**src/spatial_grid_binning_table_defines.svh**
```systemverilog
// Assertion macros for the spatial grid binning table.
`ifndef SPATIAL_GRID_BINNING_TABLE_DEFINES_SVH
`define SPATIAL_GRID_BINNING_TABLE_DEFINES_SVH

`ifndef ASSERT_OFF

// Same-cycle implication, checked at every rising edge outside reset.
`define SGBT_ASSERT_IMP(label, clk, rst_n, ante, cons, msg) \
    label: assert property (@(posedge clk) disable iff (!rst_n) (ante) |-> (cons)) \
        else $error(msg);

// Next-cycle implication, checked at every rising edge outside reset.
`define SGBT_ASSERT_NXT(label, clk, rst_n, ante, cons, msg) \
    label: assert property (@(posedge clk) disable iff (!rst_n) (ante) |=> (cons)) \
        else $error(msg);

`else

`define SGBT_ASSERT_IMP(label, clk, rst_n, ante, cons, msg)
`define SGBT_ASSERT_NXT(label, clk, rst_n, ante, cons, msg)

`endif

`endif

```
**src/sgbt_pkg.sv**
```systemverilog
// Types and constants shared by the spatial grid binning table.
package sgbt_pkg;

    // operation codes on the kind field
    localparam logic [1:0] KIND_INSERT = 2'd0;
    localparam logic [1:0] KIND_COUNT  = 2'd1;
    localparam logic [1:0] KIND_READ   = 2'd2;
    localparam logic [1:0] KIND_CLEAR  = 2'd3;

    // result status codes
    localparam logic [1:0] STATUS_OK       = 2'd0;
    localparam logic [1:0] STATUS_OUTSIDE  = 2'd1;
    localparam logic [1:0] STATUS_FULL     = 2'd2;
    localparam logic [1:0] STATUS_UNFILLED = 2'd3;

    // configuration port
    localparam int              APB_AW        = 3;
    localparam logic [APB_AW-3:0] REG_CELL_SIZE = '0;
    localparam logic [7:0]      CELL_SIZE_RST = 8'd16;

    // coordinate divider
    localparam int COORD_W   = 16;
    localparam int CELL_W    = 8;
    localparam int DIV_STEPS = COORD_W;
    localparam int DIV_CNT_W = $clog2(DIV_STEPS);

    typedef enum logic [3:0] {
        S_SWEEP,
        S_IDLE,
        S_DIVX_GO,
        S_DIVX_WAIT,
        S_DIVY_WAIT,
        S_CHECK,
        S_CNT_RD,
        S_CNT_USE,
        S_ENT_RD,
        S_ENT_USE,
        S_FIN
    } t_state;

    typedef struct packed {
        logic start;
    } t_div_ctl;

    typedef struct packed {
        logic busy;
        logic done;
    } t_div_stat;

endpackage

```
**src/sgbt_div.sv**
```systemverilog
// Restoring divider: 16-bit coordinate by 8-bit cell size, one quotient bit per cycle.
module sgbt_div import sgbt_pkg::*; (
    input  logic               i_clk,
    input  logic               i_rst_n,
    input  t_div_ctl           i_ctl,
    input  logic [COORD_W-1:0] i_dividend,
    input  logic [CELL_W-1:0]  i_divisor,
    output t_div_stat          o_stat,
    output logic [COORD_W-1:0] o_quotient
);

    logic                 r_busy;
    logic                 r_done;
    logic [DIV_CNT_W-1:0] r_cnt;
    logic [COORD_W-1:0]   r_quo;
    logic [CELL_W-1:0]    r_rem;
    logic [CELL_W-1:0]    r_div;

    logic [CELL_W:0]      trial;
    logic                 q_bit;
    logic [CELL_W-1:0]    n_rem;

    always_comb begin
        trial = {r_rem, r_quo[COORD_W-1]};
        q_bit = (trial >= {1'b0, r_div});
        // remainder stays below the divisor, so the top bit drops out
        n_rem = q_bit ? CELL_W'(trial - {1'b0, r_div}) : CELL_W'(trial);
    end

    always_ff @(posedge i_clk) begin
        if (!i_rst_n) begin
            r_busy <= 1'b0;
            r_done <= 1'b0;
            r_cnt  <= '0;
        end else begin
            r_done <= 1'b0;
            if (i_ctl.start) begin
                r_busy <= 1'b1;
                r_cnt  <= '0;
            end else if (r_busy) begin
                r_cnt <= r_cnt + 1'b1;
                if (r_cnt == DIV_CNT_W'(DIV_STEPS - 1)) begin
                    r_busy <= 1'b0;
                    r_done <= 1'b1;
                end
            end
        end
    end

    always_ff @(posedge i_clk) begin
        if (i_ctl.start) begin
            r_quo <= i_dividend;
            r_rem <= '0;
            r_div <= i_divisor;
        end else if (r_busy) begin
            r_quo <= {r_quo[COORD_W-2:0], q_bit};
            r_rem <= n_rem;
        end
    end

    assign o_stat.busy = r_busy;
    assign o_stat.done = r_done;
    assign o_quotient  = r_quo;

endmodule
```
**config.mk**
```make
export PLATFORM = sky130hd
export DESIGN_NAME = sgbt_div
export DESIGN_NICKNAME = d
export VERILOG_FILES = /design/src/spatial_grid_binning_table_defines.svh /design/src/sgbt_pkg.sv /design/src/sgbt_div.sv
export SDC_FILE = /design/constraint.sdc
export NUM_CORES = 1
export LEC_CHECK = 0
export BUFFER_PORTS_ARGS = -buffer_cell sky130_fd_sc_hd__buf_2
export CORE_MARGIN = 2
export CORE_UTILIZATION = 25
export DETAILED_ROUTE_END_ITERATION = 16
export GPL_TIMING_DRIVEN = 1
export PLACE_DENSITY = 0.49
export SYNTH_ARGS = -nofsm -noshare
export SYNTH_HDL_FRONTEND = slang
export SYNTH_SLANG_ARGS = --single-unit
```
**constraint.sdc**
```tcl
create_clock -name i_clk -period 2.67 [get_ports i_clk]
set_input_delay 0.534 -clock i_clk [delete_from_list [all_inputs] [get_ports i_clk]]
set_output_delay 0.534 -clock i_clk [all_outputs]
set_load 0.02 [all_outputs]
```
After elaboration in Yosys (flattened, before gate mapping)
Index checks and enable logic that the tools add are counted.

Register bits: 38. Logic and storage cells: 22. Input port bits: 27. Output and inout bits: 18.

Equality and inequality tests: 1. Add/sub/neg operators: 2. Reductions and logical operators: 3. Bitwise operators: 2. Multiplexer cells: 7. $lt $le $gt $ge: 1.

Operators with widths (number): 16-bit 2-to-1 mux (2); 9-bit by 8-bit greater-or-equal comparator with 1-bit output (1); 8-bit 2-to-1 mux (1); 8-bit subtractor (1); 4-bit by 1-bit adder with 4-bit output (second input constant) (1); 4-bit equality test (second input constant) (1); 1-bit 2-to-1 mux (4); 3-bit OR reduction (1); 1-bit inverter (2); 2-bit nonzero test (1); 2-bit OR reduction (1).

Depth between registers and ports, before layout
Depth in word-level cells: 4. Mapped depth: 9.

Worst setup path after synthesis
OpenSTA, ideal clock, no wires.

Path type: reg2reg. From: register r_div[3]. To: register r_quo[0] (netlist: o_quotient[0]) (data pin). Cell stages (with the launch flop): 9. Path slack: 630 ps. Data required time: 2410 ps. Arrival time: 1780 ps. Setup time: 260 ps. Clock period less this slack: 2040 ps. Path through: edfxtp_1 > inv_1 > ha_1 > a21o_1 > a21oi_4 > a31oi_4 > or2_1 > buf_6 > mux2_2.

Cells in the longest elaborated chain, start to end: 3.

RTL lines: start: declaration (line sgbt_div.sv:17) `logic [CELL_W-1:0] r_div;`; start signal: assignment (line sgbt_div.sv:54) `r_div <= i_divisor;`; 9-bit by 8-bit greater-or-equal comparator with 1-bit output (line sgbt_div.sv:25) `q_bit = (trial >= {1'b0, r_div});`; 16-bit 2-to-1 mux (line sgbt_div.sv:55) `end else if (r_busy) begin`; 16-bit 2-to-1 mux (line sgbt_div.sv:51) `if (i_ctl.start) begin`; end signal: assignment (line sgbt_div.sv:52) `r_quo <= i_dividend;`; end signal: assignment (line sgbt_div.sv:56) `r_quo <= {r_quo[COORD_W-2:0], q_bit};`; end: declaration (line sgbt_div.sv:15) `logic [COORD_W-1:0] r_quo;`.

No other way between the ends. The select of a mux whose other input is x is not followed. A chain may end at the register's enable or synchronous reset.

Worst setup path in the final report
Same ends and word-level chain as after synthesis.

==> reports/metrics.yaml <==
setup_tns_ns: 0
synthArstFlopShare: 0
nNetsFinal: 264
wl_per_cell_um: 12.58
maxSlewViolCount: 0
met2_usage: 0.1607
ys_ff_latch: 38
syn_nets: 218
synth_area_leaders: "edfxtp_1 36%, dfxtp_1 14%, mux2_2 8.9%"
crit_required_ns: 2.71
fin_total_pwr_mw: 1.498
initial_core_util: 0.2598
clk_path_buf_depth: 2
synth.distinct_cells: 43
path_class: "flip-flop to flip-flop"
critPathLaunchType: "flip-flop"
worst_skew_pair.late_latency_ns: 0.28
min_period_ns: 2.233
synth_edf_count: 24
drive_gt1_frac: 0.3333
top_usage_layer: "met2"
cts.sinks: 38
skew_ns: 0.005017
hold_buffers: 0
antenna_found_initial: 0
cts_tree: "yes"
p_leak_nw: 1.021
hold_path.class: "input port to flip-flop"
max_slew_margin: 0.5778
io_pins: 45
numCtsBuffers: 5
yosys_warnings: 0
pre_cts_slack_ns: 0.4465
htreeDepth: 2
vdd_ir_drop_max_mv: 0.3378
avgSynthCellArea_um2: 11.21
yosysTopAreaCell: "edfxtp_1"
io_buffers: 44
die_x_um: 94.07
diodes: 0
num_vias: 1448
final-hold-violation-count: 0
grt_overflow: 0
fmax_ghz: 0.4477
clk_pin_slew_ns: 0.07
maxCapViolations: 0
coreArea_um2: 7807
num-fill-cells: 834
wirelength_mm: 4.153
grt_setup_unrepaired: "no"
dieArea_um2: 8849
die_h_um: 94.07
hpwlAfterDp_mm: 3.157
syn-cell-area_um2: 2028
synth_cells: 181
cts.repair.resized: 0
critPathMaxFanout: 9
met1_usage: 0.1278
tightest_slew_ns: 0.6326
worstSetupEndpointType: "flip-flop"
gp_congestion: 0.7948
drtIter0Drc: 39
grt_pass1_wl_mm: 6.948
setup-violations-final: 0
yosysSeqAreaShare: 0.4935
first_global_vias: 1496
syn2layout_area_growth_pct: 21.22
postRouteAntennaNets: 0
status: "finished, final reports clean"
drc: 0
post_cts_buffers: 0
grt_usage: 0.09990
dr.pass1.iters: 6
rows: 32
setup_ws_ns: 0.4366
p_per_area_nw_per_um2: 609.1
clockRootBuffer: "clkbuf_8"
synth_top_cell_area_share: 0.3553
via_per_inst: 4.388
crit_arrival_ns: 2.27
synthFlopType: "edfxtp_1"
grt_max_degree: 32
period_share: 0.8365
met3_usage: 0.02970
## Yosys cell counts (3+ instances only)
master    count
nand3_1       3
ha_1          9
xnor2_1       3
nand2b_1      4
a21oi_1       4
nand2_1      14
nor2b_1       3
inv_1        13
mux2_2       16
xor2_1        3
o311a_1       3
o211ai_1      6
buf_1         3
o21ai_0       5
a211oi_1      3
edfxtp_1     24
a21o_1        3
dfxtp_1      14
nor2_1       20
## critical path, stage by stage, from the launching register on
cell and delay, ns:
edfxtp_1 0.32, inv_1 0.04, ha_1 0.34, a21o_1 0.22
a21oi_4 0.22, a31oi_4 0.16, or2_1 0.38, mux2_2 0.31
## power breakdown
part	switching [mW]	total, mW	internal, mW
logic	0.184	0.316	0.132
clock network	0.194	0.473	0.280
registers	0.0271	0.708	0.681
total	0.405	1.50	1.09
## per-stage QoR
| step | cells | hold WS [ns] | area [µm²] | utilization |
|---|---|---|---|---|
| after CTS | 330 | 0.4106 | 2459 | 0.3149 |
| after global placement | 322 | 0.4620 | 2352 | 0.3013 |
| after global routing | 330 | 0.4029 | 2459 | 0.3149 |
| after detailed placement | 322 | 0.4563 | 2352 | 0.3013 |
| final | 330 | 0.4210 | 2459 | 0.3149 |
| after floorplan | 181 | 0.4391 | 2028 | - |
## flip-flops by register name (all words and copies together), names as in the netlist
signal / cells
o_quotient: 16
r_div: 8
r_rem: 8
r_cnt: 4
r_busy: 1
r_done: 1
## layout make-up
class / instances / area [µm²] / area share
multi-input combinational: 122 / 932.1 / 0.3791
clock buffer: 7 / 76.32 / 0.03104
timing repair buffer: 47 / 242.7 / 0.09873
clock inverter: 1 / 30.03 / 0.01221
inverter: 13 / 48.80 / 0.01985
sequential: 38 / 1001 / 0.4071
tap: 102 / 127.6 / 0.05191
## final timing paths
kind,startpoint,end,slack [ns],cells past startpoint
setup / recovery,r_div[3],o_quotient[0],0.44,7
hold / removal,i_divisor[7],r_div[7],0.42,1
setup reg to reg,r_div[3],o_quotient[0],0.44,7
hold reg to reg,r_cnt[3],r_done,0.47,2
## per-layer routing
layer  up-vias  wire (µm)
met5         -          0
met3         4        213
met4         0         40
met1       667       1985
met2        36       1914
li1        741          -
## cell families (layout without fill, tap and decap cells)
logic type	after synthesis	count (layout)	share of synthesized area
buf+inv	21	68	0.04688
xor+xnor	6	6	0.02591
mux	17	17	0.09377
fa+ha+maj	10	10	0.06539
compound gates	36	36	0.1505
simple gates	53	53	0.1240
flops	38	38	0.4935
## placed cells by master (no fill, tap or decap), drive strengths merged, types with 4 or more instances in the layout
| cell type | count |
|---|---|
| a21oi | 5 |
| buf | 47 |
| clkbuf | 7 |
| dfxtp | 14 |
| edfxtp | 24 |
| ha | 9 |
| inv | 13 |
| mux2 | 16 |
| nand2 | 14 |
| nand2b | 4 |
| nand3 | 4 |
| nor2 | 20 |
| o211ai | 6 |
| o21ai | 7 |
Note: power is estimated with default switching activity, not from simulation.
